[config.mk]
export PLATFORM = sky130hd
export DESIGN_NAME = differential_drive_dual_pid_unit
export DESIGN_NICKNAME = d
export VERILOG_FILES = /design/src/sv/ddpid_pkg.sv /design/src/sv/ddpid_seq.sv /design/src/sv/ddpid_dp.sv /design/src/sv/differential_drive_dual_pid_unit.sv
export SDC_FILE = /design/constraint.sdc
export NUM_CORES = 2
export LEC_CHECK = 0
export ABC_AREA = 1
export BUFFER_PORTS_ARGS = -buffer_cell sky130_fd_sc_hd__buf_2
export CAP_MARGIN = 25
export CORE_UTILIZATION = 65
export CTS_CLUSTER_DIAMETER = 40
export DETAILED_ROUTE_END_ITERATION = 6
export PLACE_DENSITY = 0.89
export SYNTH_ARGS = -nofsm -noshare
export SYNTH_HDL_FRONTEND = slang
export SYNTH_SLANG_ARGS = --single-unit
[constraint.sdc]
create_clock -name clk -period 24.7 [get_ports clk]
set_clock_uncertainty 0.2 [all_clocks]
set_input_delay 3.705 -clock clk [delete_from_list [all_inputs] [get_ports clk]]
set_output_delay 3.705 -clock clk [all_outputs]
set_load 0.01 [all_outputs]
[src/sv/ddpid_pkg.sv]
// ddpid_pkg: shared types, constants and the microcode table of the dual pid unit
package ddpid_pkg;

  // configuration register file
  localparam int NUM_REGS  = 8;
  localparam int CFG_IDX_W = 4;
  localparam int STEP_W    = 4;

  localparam logic [2:0] REG_DIST_P = 3'd0;
  localparam logic [2:0] REG_DIST_I = 3'd1;
  localparam logic [2:0] REG_DIST_D = 3'd2;
  localparam logic [2:0] REG_ANG_P  = 3'd3;
  localparam logic [2:0] REG_ANG_I  = 3'd4;
  localparam logic [2:0] REG_ANG_D  = 3'd5;
  localparam logic [2:0] REG_INV_R  = 3'd6;
  localparam logic [2:0] REG_HALF_R = 3'd7;

  localparam logic [31:0] Q16_ONE = 32'h0001_0000;
  localparam logic [31:0] GAIN_RESET [NUM_REGS] = '{
    Q16_ONE, 32'h0, 32'h0, Q16_ONE, 32'h0, 32'h0, Q16_ONE, Q16_ONE
  };
  localparam logic [31:0] UNSIGNED_MASK = 32'h7FFF_FFFF;

  // encoder counts to Q16.16 travel
  localparam logic [15:0] COUNT_SCALE_Q16 = 16'd43;

  localparam logic signed [31:0] S32_MAX = 32'sh7FFF_FFFF;
  localparam logic signed [31:0] S32_MIN = 32'sh8000_0000;

  // request payloads
  typedef struct packed {
    logic        [15:0] left_count;
    logic        [15:0] right_count;
    logic signed [31:0] distance_target;
    logic signed [31:0] angle_target;
    logic signed [31:0] angle_measured;
  } ddpid_in_t;

  typedef struct packed {
    logic signed [15:0] left_speed;
    logic signed [15:0] right_speed;
    logic               clipped;
  } ddpid_out_t;

  // microcode fields
  typedef enum logic [2:0] {
    ALU_NONE, ALU_EA, ALU_AINT, ALU_ADIFF, ALU_ED, ALU_DINT, ALU_DDIFF
  } alu_op_t;

  typedef enum logic [3:0] {
    MUL_NONE, MUL_TRAVEL, MUL_KPA, MUL_KIA, MUL_KDA,
    MUL_KPD, MUL_KID, MUL_KDD, MUL_HALF, MUL_INV
  } mul_sel_t;

  typedef enum logic [1:0] {
    ACC_NONE, ACC_LOAD, ACC_ADD
  } acc_op_t;

  typedef enum logic [2:0] {
    MX_NONE, MX_TRAVEL, MX_W, MX_V_PW, MX_SUMS, MX_OUT
  } misc_op_t;

  typedef enum logic [1:0] {
    CND_NONE, CND_IN, CND_OUT
  } cond_t;

  typedef struct packed {
    alu_op_t  alu;
    mul_sel_t mul;
    acc_op_t  acc;
    misc_op_t misc;
    cond_t    cond;
  } ddpid_ctl_t;

  typedef struct packed {
    logic in_valid;
    logic out_free;
  } ddpid_stat_t;

  // microcode rom: step 0 waits for a request, last step waits for the output slot
  function automatic ddpid_ctl_t ddpid_ucode(input logic [STEP_W-1:0] step);
    ddpid_ctl_t w;
    w = '{alu: ALU_NONE, mul: MUL_NONE, acc: ACC_NONE, misc: MX_NONE, cond: CND_NONE};
    unique case (step)
      4'd0:  w.cond = CND_IN;
      4'd1:  begin w.alu = ALU_EA;    w.mul = MUL_TRAVEL; end
      4'd2:  begin w.alu = ALU_AINT;  w.mul = MUL_KPA; w.misc = MX_TRAVEL; end
      4'd3:  begin w.alu = ALU_ADIFF; w.mul = MUL_KIA; w.acc = ACC_LOAD; end
      4'd4:  begin w.alu = ALU_ED;    w.mul = MUL_KDA; w.acc = ACC_ADD; end
      4'd5:  begin w.alu = ALU_DINT;  w.mul = MUL_KPD; w.acc = ACC_ADD; end
      4'd6:  begin
        w.alu = ALU_DDIFF; w.mul = MUL_KID; w.acc = ACC_LOAD; w.misc = MX_W;
      end
      4'd7:  begin w.mul = MUL_KDD;  w.acc = ACC_ADD; end
      4'd8:  begin w.mul = MUL_HALF; w.acc = ACC_ADD; end
      4'd9:  w.misc = MX_V_PW;
      4'd10: w.mul = MUL_INV;
      4'd11: w.misc = MX_SUMS;
      4'd12: begin w.misc = MX_OUT; w.cond = CND_OUT; end
      default: w.cond = CND_OUT;
    endcase
    return w;
  endfunction

endpackage

[src/sv/ddpid_seq.sv]
// ddpid_seq: step counter and microcode fetch
module ddpid_seq import ddpid_pkg::*; (
  input  logic        clk,
  input  logic        rst_n,
  input  ddpid_stat_t stat,
  output ddpid_ctl_t  ctl,
  output logic        in_ready
);

  logic [STEP_W-1:0] pc_r;
  logic [STEP_W-1:0] pc_nxt;

  // fetch
  assign ctl      = ddpid_ucode(pc_r);
  assign in_ready = (ctl.cond == CND_IN);

  // next step with conditional jumps
  always_comb begin
    unique case (ctl.cond)
      CND_IN:  pc_nxt = stat.in_valid ? pc_r + 1'b1 : pc_r;
      CND_OUT: pc_nxt = stat.out_free ? '0 : pc_r;
      default: pc_nxt = pc_r + 1'b1;
    endcase
  end

  always_ff @(posedge clk) begin
    if (!rst_n) begin
      pc_r <= '0;
    end else begin
      pc_r <= pc_nxt;
    end
  end

endmodule

[src/sv/ddpid_dp.sv]
// ddpid_dp: shared multiplier, saturating adder, accumulator, loop state and registers
module ddpid_dp import ddpid_pkg::*; (
  input  logic                 clk,
  input  logic                 rst_n,
  input  ddpid_ctl_t           ctl,
  input  logic                 in_load,
  input  ddpid_in_t            in_data,
  input  logic                 cfg_we,
  input  logic [CFG_IDX_W-1:0] cfg_index,
  input  logic [31:0]          cfg_data,
  input  logic                 out_ready,
  output logic                 out_valid,
  output ddpid_out_t           out_data,
  output logic                 out_free
);

  // truncate toward zero by 2^16, then clamp to 16 bits; msb flags a clamp
  function automatic logic [16:0] speed_of(input logic signed [48:0] x);
    logic signed [48:0] biased;
    logic signed [32:0] s;
    logic [16:0]        r;
    biased = x + (x[48] ? 49'sd65535 : 49'sd0);
    s = biased[48:16];
    if (s > 33'sd32767) begin
      r = {1'b1, 16'h7FFF};
    end else if (s < -33'sd32768) begin
      r = {1'b1, 16'h8000};
    end else begin
      r = {1'b0, s[15:0]};
    end
    return r;
  endfunction

  logic [31:0] gain_r [NUM_REGS];

  logic [15:0]        prevl_r, prevr_r;
  logic [16:0]        dlr_r;
  logic signed [31:0] dt_r, at_r, am_r;
  logic signed [31:0] dint_r, dlast_r, aint_r, alast_r;
  logic signed [31:0] ea_r, adiff_r, ed_r, ddiff_r;
  logic signed [31:0] travel_r, w_r, v_r;
  logic signed [63:0] prod_r;
  logic signed [49:0] acc_r;
  logic signed [47:0] pw_r;
  logic signed [48:0] lsum_r, rsum_r;
  logic               clip_r;
  logic               out_valid_r;
  ddpid_out_t         out_data_r;

  logic [15:0]        dl, dr;
  logic signed [31:0] alu_x, alu_y, alu_res;
  logic               alu_sub, alu_ovf;
  logic signed [32:0] alu_sum;
  logic signed [31:0] mul_a, mul_b;
  logic signed [63:0] mul_full;
  logic signed [47:0] prod_fl;
  logic               acc_fit;
  logic signed [31:0] acc_sat;
  logic               travel_ovf;
  logic [16:0]        ls_q, rs_q;
  logic               out_fire;

  // count deltas modulo 2^16
  assign dl = in_data.left_count - prevl_r;
  assign dr = in_data.right_count - prevr_r;

  // saturating add/subtract operand select
  always_comb begin
    alu_x   = '0;
    alu_y   = '0;
    alu_sub = 1'b0;
    unique case (ctl.alu)
      ALU_EA:    begin alu_x = at_r;   alu_y = am_r;     alu_sub = 1'b1; end
      ALU_AINT:  begin alu_x = aint_r; alu_y = ea_r; end
      ALU_ADIFF: begin alu_x = ea_r;   alu_y = alast_r;  alu_sub = 1'b1; end
      ALU_ED:    begin alu_x = dt_r;   alu_y = travel_r; alu_sub = 1'b1; end
      ALU_DINT:  begin alu_x = dint_r; alu_y = ed_r; end
      ALU_DDIFF: begin alu_x = ed_r;   alu_y = dlast_r;  alu_sub = 1'b1; end
      default:   ;
    endcase
  end

  assign alu_sum = alu_sub ? ({alu_x[31], alu_x} - {alu_y[31], alu_y})
                           : ({alu_x[31], alu_x} + {alu_y[31], alu_y});
  assign alu_ovf = alu_sum[32] != alu_sum[31];
  assign alu_res = alu_ovf ? (alu_sum[32] ? S32_MIN : S32_MAX) : alu_sum[31:0];

  // multiplier operand select
  always_comb begin
    mul_a = '0;
    mul_b = '0;
    unique case (ctl.mul)
      MUL_TRAVEL: begin
        mul_a = {15'd0, dlr_r};
        mul_b = {16'd0, COUNT_SCALE_Q16};
      end
      MUL_KPA:  begin mul_a = gain_r[REG_ANG_P];  mul_b = ea_r; end
      MUL_KIA:  begin mul_a = gain_r[REG_ANG_I];  mul_b = aint_r; end
      MUL_KDA:  begin mul_a = gain_r[REG_ANG_D];  mul_b = adiff_r; end
      MUL_KPD:  begin mul_a = gain_r[REG_DIST_P]; mul_b = ed_r; end
      MUL_KID:  begin mul_a = gain_r[REG_DIST_I]; mul_b = dint_r; end
      MUL_KDD:  begin mul_a = gain_r[REG_DIST_D]; mul_b = ddiff_r; end
      MUL_HALF: begin mul_a = w_r; mul_b = gain_r[REG_HALF_R]; end
      MUL_INV:  begin mul_a = v_r; mul_b = gain_r[REG_INV_R]; end
      default:  ;
    endcase
  end

  assign mul_full = mul_a * mul_b;

  // floor of product by 2^16, accumulator clamp, travel clamp
  assign prod_fl    = prod_r[63:16];
  assign acc_fit    = (&acc_r[49:31]) | ~(|acc_r[49:31]);
  assign acc_sat    = acc_fit ? acc_r[31:0] : (acc_r[49] ? S32_MIN : S32_MAX);
  assign travel_ovf = |prod_r[63:32];

  // output stage
  assign ls_q     = speed_of(lsum_r);
  assign rs_q     = speed_of(rsum_r);
  assign out_free = !out_valid_r || out_ready;
  assign out_fire = (ctl.misc == MX_OUT) && out_free;

  // configuration registers, index beyond the list ignored
  always_ff @(posedge clk) begin
    if (!rst_n) begin
      for (int i = 0; i < NUM_REGS; i++) begin
        gain_r[i] <= GAIN_RESET[i];
      end
    end else if (cfg_we && (cfg_index < CFG_IDX_W'(NUM_REGS))) begin
      if (cfg_index[2:0] == REG_INV_R || cfg_index[2:0] == REG_HALF_R) begin
        gain_r[cfg_index[2:0]] <= cfg_data & UNSIGNED_MASK;
      end else begin
        gain_r[cfg_index[2:0]] <= cfg_data;
      end
    end
  end

  // loop state and clip flag
  always_ff @(posedge clk) begin
    if (!rst_n) begin
      prevl_r <= '0;
      prevr_r <= '0;
      dint_r  <= '0;
      dlast_r <= '0;
      aint_r  <= '0;
      alast_r <= '0;
      clip_r  <= 1'b0;
    end else begin
      if (in_load) begin
        prevl_r <= in_data.left_count;
        prevr_r <= in_data.right_count;
      end
      if (ctl.alu == ALU_AINT)  aint_r  <= alu_res;
      if (ctl.alu == ALU_ADIFF) alast_r <= ea_r;
      if (ctl.alu == ALU_DINT)  dint_r  <= alu_res;
      if (ctl.alu == ALU_DDIFF) dlast_r <= ed_r;
      if (in_load) begin
        clip_r <= 1'b0;
      end else if ((ctl.alu != ALU_NONE && alu_ovf) ||
                   (ctl.misc == MX_TRAVEL && travel_ovf) ||
                   ((ctl.misc == MX_W || ctl.misc == MX_V_PW) && !acc_fit)) begin
        clip_r <= 1'b1;
      end
    end
  end

  // working registers
  always_ff @(posedge clk) begin
    if (in_load) begin
      dlr_r <= {1'b0, dl} + {1'b0, dr};
      dt_r  <= in_data.distance_target;
      at_r  <= in_data.angle_target;
      am_r  <= in_data.angle_measured;
    end
    if (ctl.alu == ALU_EA)    ea_r    <= alu_res;
    if (ctl.alu == ALU_ADIFF) adiff_r <= alu_res;
    if (ctl.alu == ALU_ED)    ed_r    <= alu_res;
    if (ctl.alu == ALU_DDIFF) ddiff_r <= alu_res;
    if (ctl.mul != MUL_NONE)  prod_r  <= mul_full;
    case (ctl.acc)
      ACC_LOAD: acc_r <= 50'(prod_fl);
      ACC_ADD:  acc_r <= acc_r + 50'(prod_fl);
      default:  ;
    endcase
    case (ctl.misc)
      MX_TRAVEL: travel_r <= travel_ovf ? S32_MAX : prod_r[32:1];
      MX_W:      w_r <= acc_sat;
      MX_V_PW:   begin
        v_r  <= acc_sat;
        pw_r <= prod_fl;
      end
      MX_SUMS:   begin
        lsum_r <= {prod_fl[47], prod_fl} - {pw_r[47], pw_r};
        rsum_r <= {prod_fl[47], prod_fl} + {pw_r[47], pw_r};
      end
      default:   ;
    endcase
  end

  // result register
  always_ff @(posedge clk) begin
    if (!rst_n) begin
      out_valid_r <= 1'b0;
    end else if (out_fire) begin
      out_valid_r <= 1'b1;
    end else if (out_ready) begin
      out_valid_r <= 1'b0;
    end
  end

  always_ff @(posedge clk) begin
    if (out_fire) begin
      out_data_r.left_speed  <= ls_q[15:0];
      out_data_r.right_speed <= rs_q[15:0];
      out_data_r.clipped     <= clip_r | ls_q[16] | rs_q[16];
    end
  end

  assign out_valid = out_valid_r;
  assign out_data  = out_data_r;

endmodule

[src/sv/differential_drive_dual_pid_unit.sv]
// differential_drive_dual_pid_unit: top level of the microcoded dual pid wheel controller
//
//  channel | ports                                  | direction
//  --------+----------------------------------------+----------
//  input   | in_valid, in_ready, in_data            | in
//  result  | out_valid, out_ready, out_data         | out
//  config  | cfg_valid, cfg_ready, cfg_index, cfg_data | in
//
// a request is accepted at the wait step, then goes through twelve microcode steps that
// run every multiply through the one shared 32x32 multiplier
// the next request is accepted once the step counter is back at its wait step
// the result register frees the sequencer; it stalls on its last step only
// while a previous result still waits to be taken
// reset is synchronous; config writes are always accepted
module differential_drive_dual_pid_unit import ddpid_pkg::*; (
  input  logic                 clk,
  input  logic                 rst_n,
  input  logic                 in_valid,
  output logic                 in_ready,
  input  ddpid_in_t            in_data,
  output logic                 out_valid,
  input  logic                 out_ready,
  output ddpid_out_t           out_data,
  input  logic                 cfg_valid,
  output logic                 cfg_ready,
  input  logic [CFG_IDX_W-1:0] cfg_index,
  input  logic [31:0]          cfg_data
);

  ddpid_ctl_t  ctl;
  ddpid_stat_t stat;
  logic        out_free;
  logic        in_load;

  assign cfg_ready     = 1'b1;
  assign in_load       = in_valid && in_ready;
  assign stat.in_valid = in_valid;
  assign stat.out_free = out_free;

  // sequencer
  ddpid_seq u_seq (
    .clk      (clk),
    .rst_n    (rst_n),
    .stat     (stat),
    .ctl      (ctl),
    .in_ready (in_ready)
  );

  // datapath
  ddpid_dp u_dp (
    .clk       (clk),
    .rst_n     (rst_n),
    .ctl       (ctl),
    .in_load   (in_load),
    .in_data   (in_data),
    .cfg_we    (cfg_valid && cfg_ready),
    .cfg_index (cfg_index),
    .cfg_data  (cfg_data),
    .out_ready (out_ready),
    .out_valid (out_valid),
    .out_data  (out_data),
    .out_free  (out_free)
  );

  // an accepted request starts the program
  assert property (@(posedge clk) disable iff (!rst_n) in_load |=> !in_ready)
    else $error("sequencer did not leave the wait step after a request");

  // a new result only comes out of the final step
  assert property (@(posedge clk) disable iff (!rst_n)
    (!out_valid ##1 out_valid) |-> $past(ctl.misc == MX_OUT))
    else $error("result appeared outside the output step");

  // a blocked output holds the sequencer on its final step
  assert property (@(posedge clk) disable iff (!rst_n)
    (ctl.misc == MX_OUT && out_valid && !out_ready) |=> (ctl.misc == MX_OUT))
    else $error("sequencer left the output step while the result slot was full");

endmodule
==> results.py <==
metrics = {
    "floorplan": {
        "start_util": 0.656,
        "core_area_um2": 146000,
        "dieWidth_um": 386,
        "die_y_um": 386,
        "io_pins": 205,
        "dieArea_um2": 149000,
        "row_count": 140,
    },
    "yosys": {
        "synthTopCellsByCount": "2387 x nand2_1, 2382 x inv_1, 1089 x fa_1",
        "ys_types": 68,
        "yosysTopAreaCell": "edfxtp_1",
        "synth_edf_count": 884,
        "ys_warn_count": 0,
        "syn_area_per_cell_um2": 8.66,
        "synth_top_area_share": 0.277,
        "yosysSeqAreaShare": 0.312,
        "synth.most_common_cell": "nand2_1",
        "synth.area.top_cells": "edfxtp_1 28%, fa_1 23%, nand2_1 9.3%",
        "async_flop_share": 0,
        "synth_ff_type": "edfxtp_1",
        "synth.ff_latch_count": 1050,
        "synthCells": 11100,
        "syn_area_um2": 95900,
    },
    "setup_path": {
        "path_buf_inv": 12,
        "critPathLaunchType": "flip-flop",
        "worstPathMaxFanout": 31,
        "worstPathArrival_ns": 12.78,
        "worstSetupPathType": "flip-flop to flip-flop",
        "endpoint_kind": "flip-flop",
        "crit_family": "adder cells",
        "cp.required_ns": 25.01,
        "cpMostUsedCell": "fa_1",
        "slowest_delay_ns": 0.57,
        "critical-path-slowest-cell": "fa_1",
    },
    "pwr": {
        "p_switching_mw": 4.81,
        "pwr-share-clk": 0.209,
        "leakage_nw": 49.2,
        "peakVddDrop_uv": 82.2,
        "p_seq_frac": 0.257,
        "power.density_nw_per_um2": 98.1,
        "internal_power_mw": 5.31,
        "p_sw_frac": 0.475,
        "p_comb_frac": 0.534,
    },
    "cells_and_area": {
        "n_fill_cell": 10600,
        "multi_input_area_um2": 54800,
        "drive_gt1_frac": 0.0651,
        "regArea_um2": 29900,
        "areaGrowthSynthToFinish_pct": 7.63,
        "nNetsFinal": 12800,
    },
    "place": {
        "io_buffers": 203,
        "pre_cts_ws_ns": 12.57,
        "dp_hpwl_mm": 236,
        "gp_congestion": 1.17,
    },
    "clocking": {
        "root_buffer": "clkbuf_16",
        "tritoncts": "yes",
        "clock_latency_ns": 0.80,
        "postCtsSetupBuffers": 0,
        "clock_sinks": 1050,
        "cts_buffers": 141,
        "clk_pin_slew_worst_paths_ns": 0.06,
        "cts_resized": 0,
        "htreeDepth": 4,
        "ctsHoldBuffers": 0,
        "cts_buffer_depth": 3,
    },
    "sta": {
        "hold_viol_final": 0,
        "grt_setup_unrepaired": "false",
        "fin_tns_setup_ns": 0,
        "setup_slack_ns": 12.23,
        "relSlewSlack": 0.236,
        "finalCriticalPeriod_ns": 12.47,
        "slew_viol_final": 0,
        "timing.fmax_mhz": 80.2,
        "fin_crit_sh": 0.505,
        "tightestPinTransition_ns": 1.15,
        "setup_viol": 0,
    },
    "run_status": {
        "status": "finished with violations",
        "violations": "design-rule violations",
    },
    "global_route": {
        "grt_use_total": 0.430,
        "overflow": 0,
        "grt_pass1_vias": 82600,
        "grt_max_degree": 96,
        "grt_pass1_wl_mm": 479,
        "globalRoute.busiestLayer": "met2",
        "antenna_found_initial": 13,
        "grtUsageMet2": 0.645,
        "grtUsageMet1": 0.507,
        "grt_util_met3": 0.175,
    },
    "drt": {
        "postRouteAntennaNets": 0,
        "via_count": 80900,
        "drtIter0Drc": 11400,
        "wl_mm": 320,
        "post_drt_wl_per_cell_um": 24.3,
        "drc": 98,
        "firstDrtPassIters": 7,
        "avgViaCountPerCell": 6.15,
    },
    "flow_run": {
        "maxCapViolCount": 0,
    },
    "worst_hold_path": {
        "hold_path.class": "flip-flop to flip-flop",
    },
}
[cells in the final DEF, fill, tap and decap left out, types with 13 or more instances in the layout]
cell type   Yosys  layout
fa_1         1089    1089
edfxtp_1      884     884
a22o_1         75      75
xor2_1        213     213
o211ai_1       39      39
nor2_1        913     911
a21o_1         26      26
buf_4          63     136
inv_6           0      15
o22ai_1        16      16
ha_1          443     443
nand2_1      2387    2381
a221oi_1      109     109
nor3_1         79      77
bufinv_16       0      13
a31oi_1        91      91
o21ai_0       299     299
nand4_1       107     107
buf_2         188     204
a21oi_1       586     586
nand3b_1       20      20
inv_1        2382    2378
a211oi_1       14      14
o2111ai_1      32      28
nand3_1       255     254
o31ai_1        19      19
clkbuf_1      169      19
dfxtp_1       166     166
clkinvlp_4      0      13
o221ai_1       15      15
nand3_2        27      28
o21ai_1        13      13
nor4_1         43      42
or2_2          28      28
o21a_1         36      36
clkbuf_16       0     143
xnor2_1        79      79
inv_2          28      28
[path summary, 6_finish.rpt]
check	startpoint	to	slack, ns	cells after the start
min reg2reg	u_dp.prevl_r[10]$_SDFFE_PN0P_	u_dp.prevl_r[10]$_SDFFE_PN0P_	0.26	2
max reg2reg	u_seq.pc_r[0]$_SDFFE_PN0P_	u_dp.prod_r[61]$_DFFE_PP_	12.23	38
max	u_seq.pc_r[0]$_SDFFE_PN0P_	u_dp.prod_r[61]$_DFFE_PP_	12.23	38
min	u_dp.prevl_r[10]$_SDFFE_PN0P_	u_dp.prevl_r[10]$_SDFFE_PN0P_	0.26	2
[routing by layer]
| metal | vias up | share of wire |
|---|---|---|
| met3 | 1599 | 0.15 |
| met2 | 6260 | 0.43 |
| met5 | - | 0.0016 |
| met1 | 38200 | 0.33 |
| li1 | 34800 | - |
| met4 | 12 | 0.082 |
[metrics by stage]
step | hold WS, ns | power [mW] | instances | area, µm² | util
after detailed placement | 0.251 | 7.76 | 12900 | 98200 | 0.672
after CTS | 0.261 | 9.88 | 13100 | 103000 | 0.706
after global routing | 0.281 | 10.6 | 13200 | 103000 | 0.706
after floorplan | 0.233 | 6.07 | 11100 | 95900 | -
final | 0.262 | 10.1 | 13200 | 103000 | 0.706
after global placement | 0.242 | 7.59 | 12900 | 98200 | 0.672
[worst reg2reg max path, delay by kind of cell (launching register included)]
kind            cells  cell delay, ns
buf+inv            12            2.71
xor+xnor            1            0.17
compound gates      3            0.88
fa+ha+maj          10            4.97
simple gates       12            2.91
flops               1            0.38
[cells by family after synthesis]
group | synth area share
AND/OR/NAND/NOR | 0.167
buffers and inverters | 0.118
adder cells (fa/ha/maj) | 0.285
AO/OA/AOI/OAI | 0.0910
flip-flops | 0.312
XOR/XNOR | 0.0267
other | 0.0000783
[final cells by class]
cell class,count,area share
Multi-Input combinational cell,7168,0.531
Tap cell,1917,0.0232
Clock inverter,91,0.0109
Timing Repair Buffer,344,0.0205
Antenna cell,11,0.000267
Clock buffer,168,0.0362
Inverter,2413,0.0879
Sequential cell,1050,0.290
[state kept, by name (all words and copies together), names as in the netlist, 33 cells and up]
register and flops:
u_dp.acc_r 50, u_dp.gain_r 256, u_dp.lsum_r 48, u_dp.out_data 33, u_dp.prod_r 63, u_dp.pw_r 48, u_dp.rsum_r 49
[power groups by stage]
stage               combinational, mW  clock [mW]  sequential, mW
CTS                              5.18        2.11            2.59
detailed placement               5.13           0            2.63
finish                           5.40        2.11            2.60
global route                     5.78        2.18            2.61
floorplan                        3.53           0            2.54
global placement                 4.97           0            2.62
Note: power is estimated with default switching activity, not from simulation.
